==> src/rtl/mpbd_pkg.sv <==
// shared types and constants of the mip pyramid downsampler
// no dependencies
package mpbd_pkg;

  localparam int DEF_MAX_SIDE    = 8192;
  localparam int DEF_LEVEL_COUNT = 13;

  localparam int PIX_W       = 8;
  localparam int POS_W       = 13;
  localparam int LEVEL_W     = 4;
  localparam int SIDE_CFG_W  = 14;
  localparam int SKIP_W      = 4;
  localparam int CFG_DATA_W  = 14;
  localparam int CFG_INDEX_W = 2;
  localparam int OUT_DEPTH   = 4;

  localparam logic [CFG_INDEX_W-1:0] REG_IMAGE_WIDTH    = 2'd0;
  localparam logic [CFG_INDEX_W-1:0] REG_IMAGE_HEIGHT   = 2'd1;
  localparam logic [CFG_INDEX_W-1:0] REG_SKIPPED_LEVELS = 2'd2;

  localparam logic [SIDE_CFG_W-1:0] RST_IMAGE_WIDTH  = 14'd8192;
  localparam logic [SIDE_CFG_W-1:0] RST_IMAGE_HEIGHT = 14'd4096;

  // one result as produced by a cell, final marks the end of its input's run
  typedef struct packed {
    logic               valid;
    logic               final_res;
    logic [LEVEL_W-1:0] level;
    logic [POS_W-1:0]   x;
    logic [POS_W-1:0]   y;
    logic [PIX_W-1:0]   value;
  } emit_t;

  typedef struct packed {
    logic [LEVEL_W-1:0] level;
    logic [POS_W-1:0]   x;
    logic [POS_W-1:0]   y;
    logic [PIX_W-1:0]   value;
    logic               last;
  } res_t;

endpackage

==> src/rtl/mpbd_source.sv <==
// level-0 cell: position counters of the full-size image
// depends on mpbd_pkg
module mpbd_source #(
  parameter int XW       = 13,
  parameter int SDW      = 14
) (
  input  logic                       clk,
  input  logic                       rst,
  input  logic                       accept,
  input  logic                       clear,
  input  logic [mpbd_pkg::PIX_W-1:0] sample,
  input  logic [SDW-1:0]             w,
  input  logic [SDW-1:0]             h,
  input  logic [mpbd_pkg::SKIP_W-1:0] skip,
  output logic                       pass_valid,
  output logic [mpbd_pkg::PIX_W-1:0] pass_p,
  output logic [XW-1:0]              pass_x,
  output logic [XW-1:0]              pass_y,
  output logic [XW-1:0]              col,
  output mpbd_pkg::emit_t            em,
  output logic                       silent
);
  import mpbd_pkg::*;

  logic [XW-1:0] row;
  logic          col_wrap;
  logic          row_wrap;

  assign col_wrap = (SDW + 1)'(col) + (SDW + 1)'(1) >= (SDW + 1)'(w);
  assign row_wrap = (SDW + 1)'(row) + (SDW + 1)'(1) >= (SDW + 1)'(h);

  always_comb begin
    pass_valid = accept && !(w == SDW'(1) && h == SDW'(1));
    pass_p     = sample;
    pass_x     = col;
    pass_y     = row;
    em         = '0;
    if (accept && skip == '0) begin
      em.valid     = 1'b1;
      em.final_res = !pass_valid;
      em.level     = '0;
      em.x         = POS_W'(col);
      em.y         = POS_W'(row);
      em.value     = sample;
    end
    silent = accept && !pass_valid && !em.valid;
  end

  always_ff @(posedge clk) begin
    if (rst || clear) begin
      col <= '0;
      row <= '0;
    end else if (accept) begin
      if (col_wrap) begin
        col <= '0;
        row <= row_wrap ? '0 : row + XW'(1);
      end else begin
        col <= col + XW'(1);
      end
    end
  end

endmodule

==> config.mk <==
export PLATFORM = sky130hd
export DESIGN_NAME = mpbd_source
export DESIGN_NICKNAME = d
export VERILOG_FILES = /design/src/rtl/mpbd_pkg.sv /design/src/rtl/mpbd_source.sv
export SDC_FILE = /design/constraint.sdc
export NUM_CORES = 1
export LEC_CHECK = 0
export BUFFER_PORTS_ARGS = -buffer_cell sky130_fd_sc_hd__buf_2
export CORE_AREA = 3 3 77 79
export CTS_CLUSTER_SIZE = 16
export DETAILED_ROUTE_END_ITERATION = 8
export DIE_AREA = 0 0 80 82
export PLACE_DENSITY = 0.85
export SLEW_MARGIN = 20
export SYNTH_ARGS = -nofsm -noshare
export SYNTH_HDL_FRONTEND = slang
export SYNTH_SLANG_ARGS = --single-unit
==> constraint.sdc <==
create_clock -name clk -period 8 [get_ports clk]
set_clock_uncertainty 0.15 [all_clocks]
set_input_delay 0 -clock clk [delete_from_list [all_inputs] [get_ports clk]]
set_output_delay 0 -clock clk [all_outputs]
set_load 0.1 [all_outputs]
Yosys cells after proc, flatten, opt, wreduce, memory -nomap -nowiden

Cells that the tools add are included.
W data, S select, Z words.

Register bits after elaboration: 26
Bits of input ports: 44
Output and inout bits: 89
Logic and storage cells: 24

Add/subtract/negate cells: 4
$lt $le $gt $ge: 2
Eq/ne operators: 2
Multiplexer cells: 3
Reductions and logical operators: 11

Operators by type and width:

| operator                | count |
|---|---|
| $mux W40                | 1 |
| $add A13 B1 Y14 const B | 2 |
| $eq A14 B1 Y1 const B   | 2 |
| $ge A14 B14 Y1          | 2 |
| $add A13 B1 Y13 const B | 2 |
| $mux W13                | 2 |
| $logic_and A1 B1 Y1     | 5 |
| $logic_not A4 Y1        | 1 |
| $logic_not A1 Y1        | 3 |
| $reduce_and A2 Y1       | 1 |
| $logic_or A1 B1 Y1      | 1 |

Logic depth before layout (Yosys ltp)

Word-level depth: 8
Gate-level depth with buffers: 13
Depth with buffers taken out: 12

Worst setup path before layout

Ideal clock, no wire load.

Path kind: reg-to-reg
From: register col[0]
To: register row[10], in the netlist pass_y[10]
Arrival: 3498 ps
Required time: 7732 ps
Setup slack: 4234 ps
Stages on the path, launching flop included: 12
Path buffers: 1
Clock period less this slack: 3766 ps
Cells stage by stage: dfxtp_1 -> ha_1 -> nand4_1 -> nor2_1 -> and4_1 -> xor2_1 -> ha_1 -> nand4_1 -> nor3_1 -> a311oi_2 -> buf_4 -> a22o_1

Longest elaborated chain between the ends: 3

Ends and longest elaborated chain:

| what                        | line              | source |
|---|---|---|
| start: declaration          | mpbd_source.sv:19 | `output logic [XW-1:0] col,` |
| start signal: assignment    | mpbd_source.sv:58 | `col <= col + XW'(1);` |
| $add A13 B1 Y14             | mpbd_source.sv:29 | `assign col_wrap = (SDW + 1)'(col) + (SDW + 1)'(1) >= (SDW + 1)'(w);` |
| $ge A14 B14 Y1              | mpbd_source.sv:29 |  |
| $reduce_and A2 Y1 (no line) | --                |  |
| end signal: assignment      | mpbd_source.sv:56 | `row <= row_wrap ? '0 : row + XW'(1);` |
| end: declaration            | mpbd_source.sv:25 | `logic [XW-1:0] row;` |

Every way passes these cells.
A chain may end at the register's enable or synchronous reset.

Worst setup path in the final report

From: register col[0]
To: register row[5], in the netlist pass_y[5]

The elaborated chain is that of the path after synthesis.

==> results.md <==
- Status: finished clean
- 1st-pass router iterations: 4
- GRT Residual Overflow: 0
- Register area share after synthesis: 19.8%
- Io pins: 133
- Crit share post-route: 46.8%
- CP Max Fanout: 16
- CTS H-Tree Depth: 1
- Yosys warns: 0
- Starting Density: 48.7%
- Worst Path Required: 8050 ps
- First-pass GRT wire length: 11.7 mm
- Avg WL per Cell: 14.2 um
- Placer congestion estimate: 0.921
- Total Power: 317 uW
- Post-DRT Antenna Nets: 0
- Post_cts resized: 0
- DP Wirelength: 5.76 mm
- Cell Area, Placed: 3130 um^2
- Initial antenna violation count: 0
- Final setup margin: 4260 ps
- DIE WIDTH: 80 um
- Hold path depth: 2
- R2R setup slack: 4260 ps
- Post-synthesis async set-or-reset flop share: 0%
- Syn Std Cell Area: 2640 um^2
- Number of remaining DRC errors: 0
- Worst R2R Path Depth: 11
- Clk_lat worst skew: 280 ps
- Top cells by area, synth: dfxtp_1 (20%), ha_1 (14%), and2_1 (9.5%), buf_4 (7.7%), xnor2_1 (4.7%)
- Layout cell share with drive strength beyond 1: 32.4%
- Die height: 82 um
- Fin nets: 510
- Worst Hold Class: in -> reg
- Critical Path Sink Type: register
- Postcts setup bufs: 0
- Peak supply drop: 0.0694 mV
- Hold Path End: col[10]$_SDFFE_PP0P_
- Max cap viols: 0
- Most instantiated cells after synthesis: and2_1 (40), ha_1 (30), inv_1 (29), buf_4 (27), dfxtp_1 (26)
- Highest clock rate: 267 MHz
- WP data arrival: 3790 ps
- Area leader, netlist: dfxtp_1
- Power density over cell area: 98.6 nW/um^2
- Post-Syn Instances: 338
- Top_reg_cell synth: dfxtp_1
- Buffers on Ports: 128
- Std-Cell Rows: 27
- Hold path startpoint: accept
- Placed cell count: 503
- Core box area: 5410 um^2
- Root buffer cell: clkbuf_8
- Share of the synthesized area in the top cell type: 19.8%
- Setup_tns: 0 ps
- Clk buf depth: 2
- Detailed-route wire length: 7.22 mm
- CTS Sinks: 26
- Fin. Hold Viols: 0
- Avg Cell Area, Syn: 7.80 um^2
- Fin crit period: 3740 ps
- Synth cell types: 46
- R2R Path End: pass_y[5]$_SDFFE_PP0P_
- Tot GR Track Use: 22.4%
- Fillers: 511
- RSZ-0062 raised after global routing: false
- CTS buffer count: 3
- Clk slew on worst S/H paths: 100 ps
- Largest net degree at the start of global routing: 35
- #FFs+latches synth: 26
- Crit path kind: reg -> reg
- P&R area growth vs syn: 21.8%
- Post-synth EDFFs: 0
- Static leakage: 1.77 nW
- Final setup vio count: 0
- Pre-CTS setup slack: 4330 ps
- FF-to-FF Start: col[0]$_SDFFE_PP0P_
- 1st-iter DRT viols: 123
- CP startpoint kind: register
- Max-slew headroom: 29.2%
- Final Instance Area: 3210 um^2
- # diodes: 0
- Final std cells w/o fill: 507
- Vias in the first global route: 2521
- Worst slew pin tran: 1060 ps
- Cell with the most instances after synthesis: and2_1
- CTS tree: done
- Hold Buf Count CTS: 0
- Via count: 2693
- Vias per cell: 5.31
- Die Area: 6560 um^2
- Slew Limit Fails: 0
layer usage:
metal | global-route usage (%) | up-vias | routed length [um] | share of wire [%]
li1 | - | 1342 | - | -
met4 | 7.77 | 0 | 82 | 1.1
met2 | 40.4 | 127 | 3670 | 51
met3 | 3.51 | 8 | 596 | 8.3
met5 | 0 | - | 0 | 0
met1 | 26.8 | 1216 | 2880 | 40
state kept, by name, indices dropped and copies added, names as in the netlist:
register,cells
pass_y,13
col,13
cell usage in the layout, fill, tap and decap left out, drive strengths merged, types with 10 or more instances in the layout:
cell	instances
and2	40
nor2	15
buf	128
nand2	21
xor2	10
xnor2	14
inv	30
a21oi	13
nand3	13
dfxtp	26
ha	30
cell families after synthesis:
logic type / count (synthesis) / synth area share (%)
adder cells (fa/ha/maj): 30 / 14.2
XOR/XNOR: 24 / 7.98
buffers and inverters: 68 / 13.6
AND/OR/NAND/NOR: 128 / 27.0
AO/OA/AOI/OAI: 61 / 17.3
flip-flops: 26 / 19.8
other: 1 / 0.142
final cells by class:
class                           count  area [um^2]  area share (%)
Clock buffer                        3         41.3            1.29
Clock inverter                      1         30.0           0.936
Inverter                           30          113            3.51
Multi-Input combinational cell    247         1770            55.3
Sequential cell                    26          520            16.2
Tap cell                           72         90.1            2.81
Timing Repair Buffer              128          641            20.0
stage by stage:
stage / utilization [%] / hold WS [ps]
2_1_floorplan: - / 61.5
3_3_place_gp: 58.0 / 229
4_1_cts: 59.3 / 87.5
5_1_grt: 59.4 / 97.0
6_report: 59.4 / 86.7
3_5_place_dp: 58.0 / 231
critical path, stage by stage, from the launching register on:
cell,delay (ps)
dfxtp_1,470
and3_1,190
nand3_1,200
nor3_1,380
and3_1,220
ha_1,250
a21oi_1,150
o21ai_0,130
a22o_1,280
a311oi_2,900
a22oi_1,230
o31ai_1,110
report_power, final:
part / internal [mW] / switching (mW)
sequential: 0.130 / 0.000635
clock: 0.0670 / 0.0450
combinational: 0.0176 / 0.0565
how the worst max path moves through the flow:
| stage | endpoint | depth (start not counted) | slack, ps | startpoint |
|---|---|---|---|---|
| after global placement | pass_y[3]$_SDFFE_PP0P_ | 11 | 4510 | col[0]$_SDFFE_PP0P_ |
| after floorplan | pass_y[10]$_SDFFE_PP0P_ | 11 | 4230 | col[0]$_SDFFE_PP0P_ |
| after global routing | pass_y[5]$_SDFFE_PP0P_ | 11 | 3920 | col[0]$_SDFFE_PP0P_ |
| final | pass_y[5]$_SDFFE_PP0P_ | 11 | 4260 | col[0]$_SDFFE_PP0P_ |
| after detailed placement | pass_y[5]$_SDFFE_PP0P_ | 11 | 4330 | col[0]$_SDFFE_PP0P_ |
| after CTS | pass_y[5]$_SDFFE_PP0P_ | 11 | 4290 | col[0]$_SDFFE_PP0P_ |
Power figures use the tool's default switching activity.
