--- src/rtl/mpbd_pkg.sv ---
// shared types and constants of the mip pyramid downsampler
// no dependencies
package mpbd_pkg;

  localparam int DEF_MAX_SIDE    = 8192;
  localparam int DEF_LEVEL_COUNT = 13;

  localparam int PIX_W       = 8;
  localparam int POS_W       = 13;
  localparam int LEVEL_W     = 4;
  localparam int SIDE_CFG_W  = 14;
  localparam int SKIP_W      = 4;
  localparam int CFG_DATA_W  = 14;
  localparam int CFG_INDEX_W = 2;
  localparam int OUT_DEPTH   = 4;

  localparam logic [CFG_INDEX_W-1:0] REG_IMAGE_WIDTH    = 2'd0;
  localparam logic [CFG_INDEX_W-1:0] REG_IMAGE_HEIGHT   = 2'd1;
  localparam logic [CFG_INDEX_W-1:0] REG_SKIPPED_LEVELS = 2'd2;

  localparam logic [SIDE_CFG_W-1:0] RST_IMAGE_WIDTH  = 14'd8192;
  localparam logic [SIDE_CFG_W-1:0] RST_IMAGE_HEIGHT = 14'd4096;

  // one result as produced by a cell, final marks the end of its input's run
  typedef struct packed {
    logic               valid;
    logic               final_res;
    logic [LEVEL_W-1:0] level;
    logic [POS_W-1:0]   x;
    logic [POS_W-1:0]   y;
    logic [PIX_W-1:0]   value;
  } emit_t;

  typedef struct packed {
    logic [LEVEL_W-1:0] level;
    logic [POS_W-1:0]   x;
    logic [POS_W-1:0]   y;
    logic [PIX_W-1:0]   value;
    logic               last;
  } res_t;

endpackage

--- src/rtl/mpbd_out.sv ---
// result ordering: one held result to mark the end of a run, then a small fifo
// depends on mpbd_pkg
module mpbd_out (
  input  logic                         clk,
  input  logic                         rst,
  input  mpbd_pkg::emit_t              emit,
  input  logic                         silent,
  output logic                         go,
  output logic                         out_valid,
  input  logic                         out_stall,
  output logic [mpbd_pkg::LEVEL_W-1:0] level,
  output logic [mpbd_pkg::POS_W-1:0]   out_x,
  output logic [mpbd_pkg::POS_W-1:0]   out_y,
  output logic [mpbd_pkg::PIX_W-1:0]   pixel_value,
  output logic                         last_of_run
);
  import mpbd_pkg::*;

  localparam int PW = $clog2(OUT_DEPTH);

  emit_t         hold;
  res_t          fifo [OUT_DEPTH];
  res_t          head;
  res_t          push_res;
  logic [PW-1:0] wr_ptr;
  logic [PW-1:0] rd_ptr;
  logic [PW:0]   count;
  logic          push;
  logic          pop;

  assign go   = count != (PW + 1)'(OUT_DEPTH);
  assign push = go && hold.valid && (hold.final_res || emit.valid);
  assign pop  = out_valid && !out_stall;

  always_comb begin
    push_res.level = hold.level;
    push_res.x     = hold.x;
    push_res.y     = hold.y;
    push_res.value = hold.value;
    push_res.last  = hold.final_res || silent;
  end

  always_ff @(posedge clk) begin
    if (rst) begin
      hold.valid     <= 1'b0;
      hold.final_res <= 1'b0;
    end else if (go) begin
      if (emit.valid) begin
        hold <= emit;
      end else if (push) begin
        hold.valid <= 1'b0;
      end else if (silent) begin
        // run ended at a level with no result, the held one is its last
        hold.final_res <= 1'b1;
      end
    end
  end

  always_ff @(posedge clk) begin
    if (push) begin
      fifo[wr_ptr] <= push_res;
    end
  end

  always_ff @(posedge clk) begin
    if (rst) begin
      wr_ptr <= '0;
      rd_ptr <= '0;
      count  <= '0;
    end else begin
      if (push) begin
        wr_ptr <= wr_ptr + PW'(1);
      end
      if (pop) begin
        rd_ptr <= rd_ptr + PW'(1);
      end
      count <= count + (PW + 1)'(push) - (PW + 1)'(pop);
    end
  end

  assign head        = fifo[rd_ptr];
  assign out_valid   = count != '0;
  assign level       = head.level;
  assign out_x       = head.x;
  assign out_y       = head.y;
  assign pixel_value = head.value;
  assign last_of_run = head.last;

endmodule

--- config.mk ---
export PLATFORM = sky130hd
export DESIGN_NAME = mpbd_out
export DESIGN_NICKNAME = d
export VERILOG_FILES = /design/src/rtl/mpbd_pkg.sv /design/src/rtl/mpbd_out.sv
export SDC_FILE = /design/constraint.sdc
export NUM_CORES = 1
export LEC_CHECK = 0
export BUFFER_PORTS_ARGS = -buffer_cell sky130_fd_sc_hd__buf_2
export CORE_MARGIN = 10
export CORE_UTILIZATION = 30
export CTS_BUF_LIST = sky130_fd_sc_hd__clkbuf_4 sky130_fd_sc_hd__clkbuf_8
export DETAILED_ROUTE_END_ITERATION = 12
export SKIP_LAST_GASP = 1
export SLEW_MARGIN = 20
export SYNTH_ARGS = -nofsm -noshare
export SYNTH_HDL_FRONTEND = slang
export SYNTH_SLANG_ARGS = --single-unit
--- constraint.sdc ---
create_clock -name clk -period 3.2 [get_ports clk]
set_input_delay 0.48 -clock clk [delete_from_list [all_inputs] [get_ports clk]]
set_output_delay 0.48 -clock clk [all_outputs]
set_load 0.05 [all_outputs]
### Word level (Yosys, flattened, before mapping)

Memories as Yosys holds them, arrays and structs flattened. A register that Yosys moved wholly into a read port is not among the register bits.
Index checks and enable logic that the tools add are counted.

* add/sub/neg operators: 4
* multiplexer cells: 8
* bitwise operators: 1
* equality and inequality tests: 2
* reductions and logical operators: 12

Operators by type and width (number)
* 2-bit two-way mux: 3
* 3-bit AND reduction: 2
* 1-bit two-way mux: 5
* 2-bit by 1-bit adder with 2-bit output, second input constant: 2
* 2-bit nonzero test: 2
* 3-bit by 1-bit adder with 3-bit output: 1
* 1-bit logical AND: 3
* 3-bit inequality test, second input constant: 1
* 3-bit nonzero test: 1
* 3-bit by 1-bit subtractor with 3-bit output: 1
* 1-bit logical OR: 2
* 2-bit inequality test, second input constant: 1
* 2-bit AND reduction: 1
* 1-bit zero test: 1
* 1-bit NOT: 1

* memories kept: 1
* input port bits: 44
* output and inout port bits: 41
* logic and storage cells: 37
* bits in writable memories: 156
* flip-flop bits (word level): 47

Memories
* fifo: depth 4, width 39, read ports 1, clocked after Yosys merged registers in 1, wr ports 1, RTL line mpbd_out.sv:22 `res_t fifo [OUT_DEPTH];`

### Longest topological paths before layout

* word-level depth: 5
* mapped depth: 11
* depth with buffers taken out: 11

### Least setup slack after synthesis

OpenSTA, ideal clock, no wires.

* kind: register to register
* start point: reg count[1]
* end point: reg hold[0] in the netlist's numbering (enable)
* buffers on the path: 0
* clock period less this slack: 3043 ps
* arrival time: 2610 ps
* library setup time: 433 ps
* data required time: 2767 ps
* setup slack: 157 ps
* cell stages (with the launch flop): 5
* path through: dfxtp_1 -> nor3b_2 -> inv_1 -> nand2_1 -> nor2_1

* longest elaborated chain between the ends: 2

RTL lines
* start, declared: RTL line mpbd_out.sv:27 `logic [PW:0] count;`
* start signal, assigned: RTL line mpbd_out.sv:77 `count <= count + (PW + 1)'(push) - (PW + 1)'(pop);`
* 3-bit inequality test: RTL line mpbd_out.sv:31 `assign go = count != (PW + 1)'(OUT_DEPTH);`
* via go: RTL line mpbd_out.sv:8 `output logic go,`
* 3-bit AND reduction (no source line)
* end signal, assigned: RTL line mpbd_out.sv:49 `hold <= emit;`
* end, declared: RTL line mpbd_out.sv:21 `emit_t hold;`

The timed path passes the listed nets, and every way through them passes these cells.
A chain may end at the register's enable or synchronous reset.

==> summary.md <==
| Metric | Value |
|---|---|
| Synthesized cell area | `about 7300 sq um` |
| DP HPWL | `8940 um` |
| Number of enable flip-flop cells after synthesis | `194` |
| Hold_buf cts | `0` |
| Port bufs | `84` |
| CP required | `~2.7 ns` |
| Clk slew on worst S/H paths | `0.06 ns` |
| # resized after CTS | `0` |
| Yosys warns | `0` |
| Worst setup SP type | `flop` |
| Combinational power share | `21.7%` |
| Antenna Nets Post-Route | `0` |
| Routed Wire Length | `14300 um` |
| Layout cells sized above 1 | `43.8%` |
| Placed insts | `714` |
| Largest net degree at the start of global routing | `39` |
| Vias in the first global route | `3875` |
| Fin nets | `478` |
| Post-synthesis sequential area ratio | `just over 80%` |
| Worst slack, placed | `approximately 0.69 ns` |
| Arr. time, crit path | `2.24 ns` |
| Critical Path, Cell by Cell | `buf_4 > mux4_2 > buf_2` |
| Finished Core Util | `between 30% and 40%` |
| Die Y-Extent | `176 um` |
| Drt pass-1 iters | `4` |
| Initial antenna violation count | `0` |
| Min Tclk post-route | `roughly 2.7 ns` |
| Critical Path Max Stage Delay | `0.74 ns` |
| Max Cap Viol | `0` |
| CP Capture Type | `output port` |
| Final worst setup slack | `0.483 ns` |
| N_diodes | `0` |
| Routed len/inst | `between 15 and 20 um` |
| Via/cell ratio | `4.29` |
| Outcome | `complete, no violations` |
| Clk network pwr share | `31.9%` |
| Clock skew | `0.0108 ns` |
| WS Path Type | `reg -> out` |
| Worst Tran Pin Value | `about 0.64 ns` |
| Slew headroom | `57.3%` |
| Period utilization | `84.9%` |
| GRT overflow | `0` |
| Power Density | `between 800 and 900 nW/um^2` |
| 1st-iter DRT viols | `188` |
| CTS Sinks | `between 200 and 250` |
| Max clock buf depth | `3` |
| Initial Util | `between 30% and 40%` |
| Power share of the sequential group | `46.3%` |
| Final Max Tran Viols | `0` |
| Postcts setup bufs | `0` |
| # fillers | `2212` |
| Gr usage total | `under 10%` |
| P_leak | `around 3 nW` |
| Die width | `176 um` |
| Syn-to-layout area delta | `21.6%` |
| Internal Power | `4.95 mW` |
| Switch share | `30.7%` |
| # IOs | `85` |
| Fmax | `368 MHz` |
| Sum of negative setup slack | `0 ns` |
| Non-filler cells, final | `776` |
| RePlAce Congestion | `between 0.6 and 0.7` |
| Cts bufs inserted | `35` |
| Crit path max fanout | `20` |
| Flops & latches, synth | `just over 200` |
| Sw power | `2.19 mW` |
| CP max stage cell | `dfxtp_2` |
| Die ar. | `31100 sq um` |
| Hold Path Class | `in -> reg` |
| First-pass GRT wire length | `between 20000 and 25000 um` |
| Core box area | `24200 sq um` |
| Asr flop ratio synth | `0%` |
| Syn Inst Count | `304` |
| Setup Viol. Count Final | `0` |
| Syn avg cell area | `24.1 sq um` |
| Synth Net Count | `355` |
| CTS tree | `yes` |
| Unrepaired setup endpoints after global routing | `false` |
| # DRC | `0` |
| VDD IR max | `0.358 mV` |
| Hold Vio Cnt, Final | `0` |
| Vias | `3330` |
| Post-synthesis cell type count | `27` |
| Tot Pwr | `slightly above 7 mW` |
| Root buffer selected by CTS | `clkbuf_8` |
| Rows | `57` |
| # H-tree levels | `2` |
| Clock latency on the worst-skew pair | `0.49 ns` |
| Post-synth top flop | `edfxtp_1` |
## state kept, by name, indices dropped and copies added, names as in the netlist, named ones only
signal  count
wr_ptr      2
rd_ptr      2
fifo      156
count       3
hold       40
## layout by cell type, fill, tap and decap left out, drive strengths merged, types with 2 or more instances in the layout
master  count
a21oi       4
and2        5
buf        95
clkbuf     45
clkinv     15
dfxtp      11
edfxtp    194
ha          6
inv         8
mux4       39
nor2        6
nor2b       2
nor3        3
nor3b       2
o21ai       4
or3         2
## power groups by stage
stage          logic, mW  registers, mW  clock network, mW
2_1_floorplan       1.26           3.28                  0
3_3_place_gp        1.58           3.36                  0
3_5_place_dp        1.60           3.37                  0
4_1_cts             1.60           3.32               2.38
5_1_grt             1.66           3.34               2.51
6_report            1.55           3.31               2.28
## critical path: cells and delay by family (launching register included)
kind                   cells  cell delay (ns)
buffers and inverters      2             0.62
multiplexers               1             0.38
flip-flops                 1             0.74
## layer usage
metal	part of all wire, %	GRT usage [%]	wire length (um)
met4	1.5	3.18	217
met5	0	0	0
met1	42	11.2	5970
met2	51	15.4	7330
met3	5.4	3.16	775
## cell usage after synthesis, types with 2 or more instances
cell type	count	area (sq um)
a21oi_1	4	20.0
and2_1	5	31.3
buf_2	2	10.0
buf_4	2	15.0
buf_6	2	22.5
clkbuf_1	3	11.3
dfxtp_1	11	220
edfxtp_1	194	5830
ha_1	6	75.1
inv_1	8	30.0
mux4_2	39	878
nor2_1	6	22.5
nor2b_1	2	12.5
nor3_1	3	15.0
o21ai_0	4	20.0
or3_1	2	12.5
## logic make-up (layout without fill, tap and decap cells)
family | Yosys count | after routing | share of synthesized area [%]
AND/OR/NAND/NOR | 23 | 23 | 1.83
adder cells (fa/ha/maj) | 7 | 7 | 1.30
flip-flops | 205 | 205 | 82.5
buffers and inverters | 17 | 165 | 1.21
AO/OA/AOI/OAI | 11 | 11 | 0.854
XOR/XNOR | 1 | 1 | 0.120
multiplexers | 40 | 40 | 12.1
## layout make-up
class                      instances  area [sq um]  share of cell area [%]
clock buffer                      45           588                    6.60
multi-input combinational         82          1200                    13.5
sequential                       205          6050                    67.9
timing repair buffer              95           528                    5.93
clock inverter                    17           103                    1.15
inverter                           8          30.0                   0.337
tap                              324           405                    4.55
## metrics by stage
step           hold WS [ns]  instance area (sq um)
4_1_cts               0.115                   8910
6_report              0.159                   8910
2_1_floorplan         0.450                   7320
5_1_grt               0.120                   8910
3_5_place_dp          0.475                   8220
3_3_place_gp          0.465                   8220
## path summary, 6_finish.rpt
check	start	end	slack, ns	cells after the start
hold / removal	emit[9]	hold[9]	0.16	1
setup / recovery	flop	out_y[7]	0.48	3
hold reg to reg	hold[39]	hold[39]	0.49	2
setup reg to reg	count[1]	count[2]	0.88	11
Power figures use the tool's default switching activity.
